`src/sv/camera_view_mode_selector_assert.svh`:
```
// Assertion macros for the camera view mode selector.
// Expects clk and rst in the scope where the macros are used.
`ifndef CAMERA_VIEW_MODE_SELECTOR_ASSERT_SVH
`define CAMERA_VIEW_MODE_SELECTOR_ASSERT_SVH

// checked outside reset only
`define CVMS_ASSERT(lbl, prop, msg) \
  lbl: assert property (@(posedge clk) disable iff (rst) prop) else $error(msg);

// checked on every edge, reset included
`define CVMS_ASSERT_ALWAYS(lbl, prop, msg) \
  lbl: assert property (@(posedge clk) prop) else $error(msg);

`endif

```
`src/sv/cvms_pkg.sv`:
```
// Shared types and codes for the camera view mode selector.
// No dependencies; used by cvms_regs, cvms_core and the top level.
package cvms_pkg;

  localparam int ADDR_W = 5;
  localparam int DATA_W = 32;

  // register indexes (byte address is 4 * index)
  localparam logic [2:0] REG_VIDEO_EN  = 3'd0;
  localparam logic [2:0] REG_LEFT_PREF = 3'd1;
  localparam logic [2:0] REG_SPD_ENTER = 3'd2;
  localparam logic [2:0] REG_SPD_EXIT  = 3'd3;
  localparam logic [2:0] REG_REL_DELAY = 3'd4;

  // item functions
  localparam logic [2:0] FUNC_SYNC      = 3'd0;
  localparam logic [2:0] FUNC_SET_REV   = 3'd1;
  localparam logic [2:0] FUNC_SET_LEFT  = 3'd2;
  localparam logic [2:0] FUNC_SET_RIGHT = 3'd3;
  localparam logic [2:0] FUNC_SPEED     = 3'd4;
  localparam logic [2:0] FUNC_TICK      = 3'd5;
  localparam logic [2:0] FUNC_OPEN      = 3'd6;
  localparam logic [2:0] FUNC_CLOSE     = 3'd7;

  // active view
  localparam logic [1:0] VIEW_NONE  = 2'd0;
  localparam logic [1:0] VIEW_REV   = 2'd1;
  localparam logic [1:0] VIEW_LEFT  = 2'd2;
  localparam logic [1:0] VIEW_RIGHT = 2'd3;

  // last turn
  localparam logic [1:0] TURN_NONE  = 2'd0;
  localparam logic [1:0] TURN_LEFT  = 2'd1;
  localparam logic [1:0] TURN_RIGHT = 2'd2;

  // layout
  localparam logic [2:0] LAYOUT_SURROUND = 3'd0;
  localparam logic [2:0] LAYOUT_REV      = 3'd1;
  localparam logic [2:0] LAYOUT_LEFT     = 3'd2;
  localparam logic [2:0] LAYOUT_RIGHT    = 3'd3;
  localparam logic [2:0] LAYOUT_WIDE     = 3'd4;
  localparam logic [2:0] LAYOUT_QUAD     = 3'd5;

  localparam logic [15:0] CNT_MAX = 16'hFFFF;

  typedef struct packed {
    logic [2:0]  func;
    logic        right_turn;
    logic        left_turn;
    logic        reverse_on;
    logic [11:0] speed_tenths;
  } item_t;

  typedef struct packed {
    logic [2:0] layout;
    logic       window_shown;
    logic       close_allowed;
    logic       speed_active;
    logic       request_ignored;
  } result_t;

  typedef struct packed {
    logic        video_enabled;
    logic        left_preferred;
    logic [11:0] speed_enter;
    logic [11:0] speed_exit;
    logic [15:0] release_delay;
  } cfg_t;

  function automatic logic [1:0] raw_view(input logic rev, input logic lft,
                                          input logic rgt, input logic [1:0] last);
    logic [1:0] v;
    if (rev) v = VIEW_REV;
    else if (lft && rgt) v = (last == TURN_LEFT) ? VIEW_LEFT : VIEW_RIGHT;
    else if (rgt) v = VIEW_RIGHT;
    else if (lft) v = VIEW_LEFT;
    else v = VIEW_NONE;
    return v;
  endfunction

endpackage

```
`src/sv/cvms_regs.sv`:
```
// APB-style configuration registers of the camera view mode selector.
// Depends on cvms_pkg for register indexes and the cfg_t struct.
module cvms_regs import cvms_pkg::*; (
  input  logic              clk,
  input  logic              rst,
  input  logic              psel,
  input  logic              penable,
  input  logic              pwrite,
  input  logic [ADDR_W-1:0] paddr,
  input  logic [DATA_W-1:0] pwdata,
  output logic [DATA_W-1:0] prdata,
  output logic              pready,
  output cfg_t              cfg
);

  logic [2:0] index;
  logic       wr_en;

  assign pready = 1'b1;
  assign index  = paddr[ADDR_W-1:2];
  assign wr_en  = psel && penable && pwrite;

  always_ff @(posedge clk) begin
    if (rst) begin
      cfg.video_enabled  <= 1'b1;
      cfg.left_preferred <= 1'b0;
      cfg.speed_enter    <= 12'd350;
      cfg.speed_exit     <= 12'd250;
      cfg.release_delay  <= 16'd3000;
    end else if (wr_en) begin
      unique case (index)
        REG_VIDEO_EN:  cfg.video_enabled  <= pwdata[0];
        REG_LEFT_PREF: cfg.left_preferred <= pwdata[0];
        REG_SPD_ENTER: cfg.speed_enter    <= pwdata[11:0];
        REG_SPD_EXIT:  cfg.speed_exit     <= pwdata[11:0];
        REG_REL_DELAY: cfg.release_delay  <= pwdata[15:0];
        default: ;
      endcase
    end
  end

  always_comb begin
    prdata = '0;
    unique case (index)
      REG_VIDEO_EN:  prdata[0]     = cfg.video_enabled;
      REG_LEFT_PREF: prdata[0]     = cfg.left_preferred;
      REG_SPD_ENTER: prdata[11:0]  = cfg.speed_enter;
      REG_SPD_EXIT:  prdata[11:0]  = cfg.speed_exit;
      REG_REL_DELAY: prdata[15:0]  = cfg.release_delay;
      default:       prdata        = '0;
    endcase
  end

endmodule

```
`src/sv/cvms_core.sv`:
```
// View selection state and its single-pass next-state logic.
// Depends on cvms_pkg; state advances on each accepted word.
module cvms_core import cvms_pkg::*; (
  input  logic    clk,
  input  logic    rst,
  input  logic    take,
  input  item_t   item,
  input  cfg_t    cfg,
  output result_t result_next
);

  typedef struct packed {
    logic        speed_mode;
    logic        reverse_level;
    logic        left_level;
    logic        right_level;
    logic [1:0]  last_turn;
    logic [1:0]  active_view;
    logic        user_opened;
    logic        frame_seen;
    logic [15:0] frame_age;
    logic        hold_running;
    logic [15:0] hold_elapsed;
  } state_t;

  state_t st, st_next;

  always_ff @(posedge clk) begin
    if (rst) st <= '0;
    else if (take) st <= st_next;
  end

  always_comb begin
    state_t     n;
    logic [1:0] raw;
    logic       fresh;
    logic       ignored;
    n = st;
    ignored = 1'b0;
    if (item.func <= FUNC_SET_RIGHT) begin
      n.frame_age  = '0;
      n.frame_seen = 1'b1;
    end
    case (item.func)
      FUNC_SYNC: begin
        if (item.left_turn && !st.left_level) n.last_turn = TURN_LEFT;
        if (item.right_turn && !st.right_level) n.last_turn = TURN_RIGHT;
        n.reverse_level = item.reverse_on;
        n.left_level    = item.left_turn;
        n.right_level   = item.right_turn;
      end
      FUNC_SET_REV: n.reverse_level = item.reverse_on;
      FUNC_SET_LEFT: begin
        if (item.left_turn) begin
          n.right_level = 1'b0;
          n.last_turn   = TURN_LEFT;
        end else if (st.last_turn == TURN_LEFT) begin
          n.last_turn = st.right_level ? TURN_RIGHT : TURN_NONE;
        end
        n.left_level = item.left_turn;
      end
      FUNC_SET_RIGHT: begin
        if (item.right_turn) begin
          n.left_level = 1'b0;
          n.last_turn  = TURN_RIGHT;
        end else if (st.last_turn == TURN_RIGHT) begin
          n.last_turn = st.left_level ? TURN_LEFT : TURN_NONE;
        end
        n.right_level = item.right_turn;
      end
      FUNC_SPEED: begin
        if (cfg.video_enabled && item.speed_tenths >= cfg.speed_enter) n.speed_mode = 1'b1;
        else if (!cfg.video_enabled || item.speed_tenths < cfg.speed_exit)
          n.speed_mode = 1'b0;
      end
      FUNC_TICK: begin
        if (st.frame_age != CNT_MAX) n.frame_age = st.frame_age + 16'd1;
        if (st.hold_running && st.hold_elapsed != CNT_MAX)
          n.hold_elapsed = st.hold_elapsed + 16'd1;
      end
      FUNC_OPEN: n.user_opened = 1'b1;
      default: begin
        if (st.active_view == VIEW_NONE && !st.hold_running) n.user_opened = 1'b0;
        else ignored = 1'b1;
      end
    endcase

    raw   = raw_view(n.reverse_level, n.left_level, n.right_level, n.last_turn);
    fresh = n.frame_seen && (n.frame_age < cfg.release_delay);

    if (item.func <= FUNC_SET_RIGHT) begin
      // signal change
      if (raw != VIEW_NONE) begin
        n.hold_running = 1'b0;
        n.hold_elapsed = '0;
        n.active_view  = raw;
      end else if (n.active_view != VIEW_NONE) begin
        if (!n.hold_running) begin
          n.hold_running = 1'b1;
          n.hold_elapsed = '0;
        end
      end else begin
        n.hold_running = 1'b0;
        n.hold_elapsed = '0;
      end
    end else if (item.func == FUNC_SPEED || item.func == FUNC_TICK) begin
      // release check
      if (n.active_view == VIEW_NONE || (fresh && raw != VIEW_NONE)) begin
        n.hold_running = 1'b0;
        n.hold_elapsed = '0;
      end else if (!n.hold_running) begin
        n.hold_running = 1'b1;
        n.hold_elapsed = (n.frame_seen && !fresh) ? n.frame_age : 16'd0;
      end else if (n.hold_elapsed >= cfg.release_delay) begin
        n.active_view   = VIEW_NONE;
        n.last_turn     = TURN_NONE;
        n.hold_running  = 1'b0;
        n.hold_elapsed  = '0;
        n.reverse_level = 1'b0;
        n.left_level    = 1'b0;
        n.right_level   = 1'b0;
      end
    end

    st_next = n;

    if (n.active_view != VIEW_NONE) result_next.layout = {1'b0, n.active_view};
    else if (n.speed_mode) result_next.layout = cfg.left_preferred ? LAYOUT_WIDE : LAYOUT_QUAD;
    else result_next.layout = LAYOUT_SURROUND;
    result_next.window_shown    = (n.active_view != VIEW_NONE) || n.user_opened;
    result_next.close_allowed   = (n.active_view == VIEW_NONE) && !n.hold_running;
    result_next.speed_active    = n.speed_mode;
    result_next.request_ignored = ignored;
  end

endmodule

```
`src/sv/camera_view_mode_selector.sv`:
```
// Camera view mode selector, top level.
// Uses cvms_pkg, cvms_regs, cvms_core and camera_view_mode_selector_assert.svh.
//
// Input channel item/item_valid/item_stall carries one event word: a signal
// frame (sync, reverse, left, right), a speed sample, a 1 ms tick, or a user
// open or close request. Every accepted word gives exactly one result word on
// result/result_valid/result_stall, in the cycle after it is taken, in order.
// Throughput is one word per cycle: the whole state update is a single pass
// of flag and counter logic from the state registers into the result register.
// The result register is the only buffer. While it holds a result that the
// receiver stalls, item_stall is high and no new word is taken; the held
// result stays unchanged until taken.
// Reset (rst, synchronous) clears all view state and counters, empties the
// result register and loads the configuration registers with their defaults.
// Configuration is written through the APB-style port (one register per 32-bit
// word at byte address 4*index); the user keeps the block idle, which is not enforced.
module camera_view_mode_selector import cvms_pkg::*; (
  input  logic              clk,
  input  logic              rst,
  input  item_t             item,
  input  logic              item_valid,
  output logic              item_stall,
  output result_t           result,
  output logic              result_valid,
  input  logic              result_stall,
  input  logic              psel,
  input  logic              penable,
  input  logic              pwrite,
  input  logic [ADDR_W-1:0] paddr,
  input  logic [DATA_W-1:0] pwdata,
  output logic [DATA_W-1:0] prdata,
  output logic              pready
);

  cfg_t    cfg;
  result_t result_next;
  logic    take;
  logic    view_layout;
  logic    ignored_while_open;

  assign item_stall = result_valid && result_stall;
  assign take       = item_valid && !item_stall;

  assign view_layout = (result.layout == LAYOUT_REV) || (result.layout == LAYOUT_LEFT) ||
                       (result.layout == LAYOUT_RIGHT);
  assign ignored_while_open = result.request_ignored && result.close_allowed;

  cvms_regs u_regs (
    .clk     (clk),
    .rst     (rst),
    .psel    (psel),
    .penable (penable),
    .pwrite  (pwrite),
    .paddr   (paddr),
    .pwdata  (pwdata),
    .prdata  (prdata),
    .pready  (pready),
    .cfg     (cfg)
  );

  cvms_core u_core (
    .clk         (clk),
    .rst         (rst),
    .take        (take),
    .item        (item),
    .cfg         (cfg),
    .result_next (result_next)
  );

  always_ff @(posedge clk) begin
    if (rst) result_valid <= 1'b0;
    else if (take) result_valid <= 1'b1;
    else if (!result_stall) result_valid <= 1'b0;
  end

  always_ff @(posedge clk) begin
    if (take) result <= result_next;
  end

`include "camera_view_mode_selector_assert.svh"

  `CVMS_ASSERT_ALWAYS(a_rst_empty, rst |=> !result_valid, "result valid after reset")
  `CVMS_ASSERT(a_take_gives_result, take |=> result_valid, "accepted word gave no result")
  `CVMS_ASSERT(a_ignore_vs_close, result_valid |-> !ignored_while_open, "close refused while allowed")
  `CVMS_ASSERT(a_view_shown, (result_valid && view_layout) |-> result.window_shown, "view hidden")

endmodule

```
`config.mk`:
```
export PLATFORM = sky130hd
export DESIGN_NAME = camera_view_mode_selector
export DESIGN_NICKNAME = d
export VERILOG_FILES = /design/src/sv/cvms_pkg.sv /design/src/sv/cvms_regs.sv /design/src/sv/cvms_core.sv /design/src/sv/camera_view_mode_selector.sv
export VERILOG_INCLUDE_DIRS = /design/src /design/src/sv
export SDC_FILE = /design/constraint.sdc
export NUM_CORES = 1
export LEC_CHECK = 0
export BUFFER_PORTS_ARGS = -buffer_cell sky130_fd_sc_hd__buf_4
export CAP_MARGIN = 20
export CORE_MARGIN = 5
export CORE_UTILIZATION = 30
export DETAILED_ROUTE_END_ITERATION = 10
export SYNTH_ARGS = -nofsm -noshare
export SYNTH_HDL_FRONTEND = slang
export SYNTH_SLANG_ARGS = --single-unit
export TNS_END_PERCENT = 50
```
`constraint.sdc`:
```
create_clock -name clk -period 3.4 [get_ports clk]
set_input_delay 0.34 -clock clk [delete_from_list [all_inputs] [get_ports clk]]
set_output_delay 0.34 -clock clk [all_outputs]
set_load 0.005 [all_outputs]
```
==> run metrics, run 1 <==
Nets 1164; die height approximately 160 microns; Routability Congestion around 0.86; IO buf count 68; wire length of the first global-routing pass 34300 microns; FF-to-FF path depth 18; Worst path top cell family by delay simple AND/OR/NAND/NOR gates; Worst Hold Launch item_valid; Psw 771 uW; static leakage 0.00389 uW; Yosys cell types 71; pin count of the biggest net entering global routing 53; Fin. Hold Viols 0; Starting Density 0.303; CP Buf/Inv Count 4; Slew @ Worst Pin about 1300 ps; worst-path cell chain nand4b_1, nor2_2, nand4b_1, buf_4, nor3_4, nand3_2, xor2_1, inv_1, ha_4, and2_4, a221oi_4, nand2b_1, a31oi_2, buf_4, inv_4, o41ai_4, nand2_1, a211o_1; Slew HR 0.153; sequential share of the synthesized area 0.294; syn_area_per_cell 7.66 sq um; total power between 2000 and 3000 uW; vias per cell between 5 and 6; global route overflow 0; I/O pin count 104; FFs w/ async S/R, synth 0; R2R setup slack -500 ps; RSZ-0062 raised after global routing true; CTS tree done; synth warn 0; vias in the first global route 6370; crit path max-delay cell type o41ai_4; root buf cell clkbuf_16; CP required about 3500 ps; count leader, synth nand2_1; Max VDD drop 186 uV; Mapped Cells 857; failing checks setup timing; Core Box Area 21700 sq um; worst skew pair latency 350 ps; dominant cell type by area after synthesis dfxtp_1; PwrDens between 200 and 300 nW/um^2; combinational power share 0.192; wire per inst 16.7 microns; crit path max fanout 2; Seq cells post-synth 93; Final WS setup -498 ps; multi-input combinational cell area 4770 sq um; final setup TNS -7940 ps; Max Cap Violations 0; H-tree depth 3; die area 24900 sq um; via count 6836; final setup fails 29; Min-Delay Endpoint result_valid$_SDFFE_PP0P_; fin. max-slew vios 0; CP max stage delay 390 ps; DRC Markers 0; antenna fix cells 0; die width 158 microns; hold buffer count at cts 0; Sequential Power Share 0.425; worst min path class input port to flip-flop; CTS Buffer Depth 2; area of the mapped netlist 6570 sq um; Max Clk Rate 0.257 GHz; post-route clock skew ~6 ps; Hold Path Depth 2; sequential cell area around 2000 sq um; HPWL Detailed 16400 microns; status finished, violations left; origin of the critical flop-to-flop path u_core.st[16]$_SDFFE_PP0P_; CTS clk-pin slew, worst paths 70 ps; reg2reg end result[3]$_DFFE_PP_; share of the synthesized area in the top cell type 0.262; switch share 0.283; Period minus WS final 3900 ps; Clk pwr share 0.383; critical path arrival 4000 ps; Routed Antenna Nets 0; DR pass1 iterations 5; Area growth, synth to finish 41.6%; layout cells sized above 1 0.343; Post-synth EDFFs 7; CP Capture Type flip-flop; CTS sink cnt 93; Setup CP Type flip-flop to flip-flop; Int Pwr 1950 uW; initial antenna violation count 0; Rows 54; Final period util 1.15; Starting DRT DRC Count between 500 and 600; ranking of synthesized cells by area dfxtp_1 (26%), ha_1 (11%), nand2_1 (7.7%); drt total wl 22200 microns; Commonest cells post-synth nand2_1 (135), dfxtp_1 (86), a21oi_1 (72); TritonCTS Buffers 9; Tot GR Track Use 0.174; Startpoint Class flip-flop; critical path depth 18; ys flop type dfxtp_1; Layout fillers 2096
==> area by class of cell <==
type | count | share of cell area
multi-input cells | 655 | 0.513
flip-flops and latches | 93 | 0.210
repair buffers | 219 | 0.179
well taps | 280 | 0.0377
inverters | 68 | 0.0277
clock buffers | 10 | 0.0246
clock inverters | 6 | 0.00754
==> worst max-delay path by stage <==
stage / startpoint / to
2_1_floorplan: u_core.st[0]$_SDFFE_PP0P_ / result[3]$_DFFE_PP_
3_3_place_gp: item[16] / u_core.st[38]$_SDFFE_PP0P_
3_5_place_dp: item[16] / u_core.st[37]$_SDFFE_PP0P_
4_1_cts: u_core.st[1]$_SDFFE_PP0P_ / result[3]$_DFFE_PP_
5_1_grt: u_core.st[16]$_SDFFE_PP0P_ / result[3]$_DFFE_PP_
6_report: u_core.st[16]$_SDFFE_PP0P_ / result[3]$_DFFE_PP_
==> timing repair <==
action / CTS / global route
gates cloned: 2 / 0
pin swaps: 44 / 44
endpoints found under the setup margin: 29 / 29
buffers inserted: 20 / 13
gates resized for setup: 70 / 59
==> power groups by stage <==
| stage | sequential (uW) | clock, uW | combinational (uW) |
|---|---|---|---|
| after global routing | 1160 | 1120 | 568 |
| after floorplan | 1180 | 0 | 250 |
| after CTS | 1150 | 1070 | 491 |
| after global placement | 1180 | 0 | 447 |
| after detailed placement | 1180 | 0 | 451 |
| final | 1160 | 1040 | 522 |
==> metrics by stage <==
| step | setup WS [ps] | cell area (sq um) | hold slack [ps] | utilization | instances |
|---|---|---|---|---|---|
| floorplan | -3.62 | 6720 | 436 | - | 872 |
| global placement | -388 | 8170 | 443 | 0.377 | 1281 |
| detailed placement | -507 | 8170 | 448 | 0.377 | 1281 |
| CTS | -384 | 8910 | 187 | 0.411 | 1319 |
| global route | -647 | 9300 | 195 | 0.429 | 1331 |
| finish | -498 | 9300 | 200 | 0.429 | 1331 |
==> registers in the layout, indices dropped and copies added, names as in the netlist <==
| signal | count |
|---|---|
| u_core.st | 43 |
| u_regs.cfg | 42 |
| result_valid | 1 |
| result | 7 |
==> per-layer routing <==
layer  wire length [microns]  global-route usage  share of wire
met1                   10000               0.237           0.45
met2                   10500               0.280           0.47
met3                    1150              0.0306          0.052
met4                     544              0.0573          0.024
met5                       0                   0              0
==> cells in the final DEF, fill, tap and decap left out, types with 17 or more instances in the layout <==
master and count:
nor2_1 48, inv_1 59, nand4_1 19, o211ai_1 25
nand2_1 130, a21oi_1 67, ha_1 46, buf_4 211
dfxtp_1 70, conb_1 17, o21ai_0 24
==> kinds of logic after synthesis <==
group           count (synthesis)  synth area share
xor+xnor                       21            0.0280
fa+ha+maj                      56             0.107
buf+inv                       125            0.0817
simple gates                  308             0.223
flops                          93             0.294
compound gates                231             0.232
other cells                     2           0.00114
mux                            21            0.0330
Note: power is estimated with default switching activity, not from simulation.
==> run 2, diff against run 1 <==
--- a/config.mk
+++ b/config.mk
@@ -8,6 +8,7 @@
 export LEC_CHECK = 0
 export BUFFER_PORTS_ARGS = -buffer_cell sky130_fd_sc_hd__buf_4
 export CAP_MARGIN = 20
+export CORE_ASPECT_RATIO = 0.6
 export CORE_MARGIN = 5
 export CORE_UTILIZATION = 30
 export DETAILED_ROUTE_END_ITERATION = 10
==> run metrics, run 2 (synthesis gave the netlist of run 1 again) <==
fin. max-slew vios 0 (unchanged); R2R setup slack -430 ps (+70 ps); Area growth, synth to finish 43.1%; Worst Hold Launch item_valid; Core Box Area 21300 sq um (-1.8%); Largest register FFs 43 (unchanged); die area 25000 sq um (+0.39%); I/O pin count 104 (unchanged); Layout fillers 2082 (-0.67%); Startpoint Class flip-flop; CTS clk-pin slew, worst paths 70 ps (about the same); critical path depth 17 (-1); Nets 1185 (+1.8%); sequential cell area 1950 sq um (-0.13%); DRC Markers 0 (unchanged); Slew @ Worst Pin 927 ps (-330 ps); worst skew pair latency 370 ps (+20 ps); Starting Density 0.308 (+0.00568); Period minus WS final 3830 ps (-71.9 ps); CP required 3520 ps (about the same); pin count of the biggest net entering global routing 52 (-1.9%); Rows 41 (-24%); origin of the worst setup path u_core.st[23]$_SDFFE_PP0P_; FF-to-FF path depth 17 (-1); drt total wl 24700 microns (+11%); TritonCTS Buffers 9 (unchanged); Max Cap Violations 0 (unchanged); commonest non-fill, non-tap cell in the layout buf_4; die width 201 microns (+27%); most flop-heavy register u_core.st; biggest regs u_core.st: 43 flops, u_regs.cfg: 42 flops, result: 7 flops; wire length of the first global-routing pass 37400 microns (+8.9%); critical path arrival 3940 ps (-60 ps); Critical Path Sink result[6]$_SDFFCE_PP0P_; Setup CP Type flip-flop to flip-flop; non-filler cells, final 1350 (+1.4%); layout cells sized above 1 0.345 (+0.00106); vias per cell 5.28 (+2.7%); crit path max-delay cell type a221oi_2; worst min path class input port to flip-flop; static leakage 0.00402 uW (+3.4%); initial antenna violation count 0 (unchanged); final setup fails 29 (unchanged); Final period util 1.13 (-0.0211); post-placement cell count 1296 (+1.2%); root buf cell clkbuf_16; via count 7124 (+4.2%); IO buf count 68 (unchanged); H-tree depth 3 (unchanged); Max VDD drop 243 uV (+31%); CTS tree done; dpl ws -623 ps (-116 ps); HPWL Detailed 18300 microns (+12%); CP max stage delay 380 ps (about the same); antenna fix cells 0 (unchanged); Starting DRT DRC Count 677 (+34%); reg2reg end result[6]$_SDFFCE_PP0P_; Final WS setup -426 ps (+71.9 ps); origin of the critical flop-to-flop path u_core.st[23]$_SDFFE_PP0P_; Fin. Hold Viols 0 (unchanged); wire per inst 18.3 microns (+9.5%); die height 125 microns (-21%); Tot GR Track Use 0.187 (+0.0126); WHS 200 ps (-0.828 ps); Routed Antenna Nets 0 (unchanged); vias in the first global route 6537 (+2.6%); Slew HR 0.375 (+0.222); worst-path cell chain and4_4, and4_4, buf_6, a21o_1, nor3_4, and3_4, mux2_4, inv_2, ha_4, and4_1, a221oi_2, o21ai_2, nor3_4, buf_4, o221ai_4, buf_6, and3_1; Final Util 0.441 (+0.0129); PwrDens 303 nW/um^2 (+3.5%); CTS Buffer Depth 2 (unchanged); DR pass1 iterations 5 (unchanged); CTS sink cnt 93 (unchanged); global route overflow 0 (unchanged); Max Clk Rate 0.261 GHz (+1.9%); post-route clock skew 10.9 ps (+4.93 ps); Routability Congestion 0.942 (+9.6%); Worst path top cell family by delay simple AND/OR/NAND/NOR gates; status finished, violations left; failing checks setup timing; final setup TNS -8400 ps (-458 ps); CP Capture Type flip-flop; multi-input combinational cell area 4670 sq um (-2.0%); RSZ-0062 raised after global routing true; crit path max fanout 5 (+3); leading cell types in the layout, fill and taps excluded buf_4 (228), nand2_1 (129), dfxtp_1 (72); CP Buf/Inv Count 4 (unchanged)
-- run 2: through the flow --
step                power, uW  cell area [sq um]
floorplan                1430               6720
finish                   2850               9400
detailed placement       1640               8300
CTS                      2820               9000
global route             2940               9400
global placement         1640               8300
-- run 2: how the worst min path moves through the flow --
stage	endpoint	slack, ps	depth (start not counted)
3_3_place_gp	u_regs.cfg[14]$_SDFFE_PP0P_	440	2
6_report	result_valid$_SDFFE_PP0P_	200	2
5_1_grt	result_valid$_SDFFE_PP0P_	190	2
2_1_floorplan	u_regs.cfg[10]$_SDFFE_PP0P_	440	2
3_5_place_dp	u_regs.cfg[14]$_SDFFE_PP0P_	450	2
4_1_cts	result_valid$_SDFFE_PP0P_	190	2
-- run 2: cell type report --
cell class | count | share of cell area
clock inverter | 5 | 0.00865
timing repair buffer | 240 | 0.196
clock buffer | 10 | 0.0266
multi-input combinational | 655 | 0.497
tap | 279 | 0.0371
sequential | 93 | 0.207
inverter | 68 | 0.0274
-- run 2: per-layer routing --
layer	track usage	wire length [microns]
met1	0.295	12300
met2	0.246	9730
met3	0.0557	2400
met4	0.0323	197
met5	0	0
-- run 2: where the power goes --
group | switching [uW] | total, uW | internal, uW
Sequential | 23.0 | 1160 | 1140
Combinational | 294 | 521 | 227
Clock | 481 | 1170 | 687
-- run 2: repair_timing --
item | 4_1_cts | 5_1_grt
gates cloned | 1 | 1
hold buffers | 0 | 0
endpoints found under the setup margin | 29 | 29
buffers inserted | 25 | 17
pin swaps | 30 | 39
resized for setup | 48 | 67
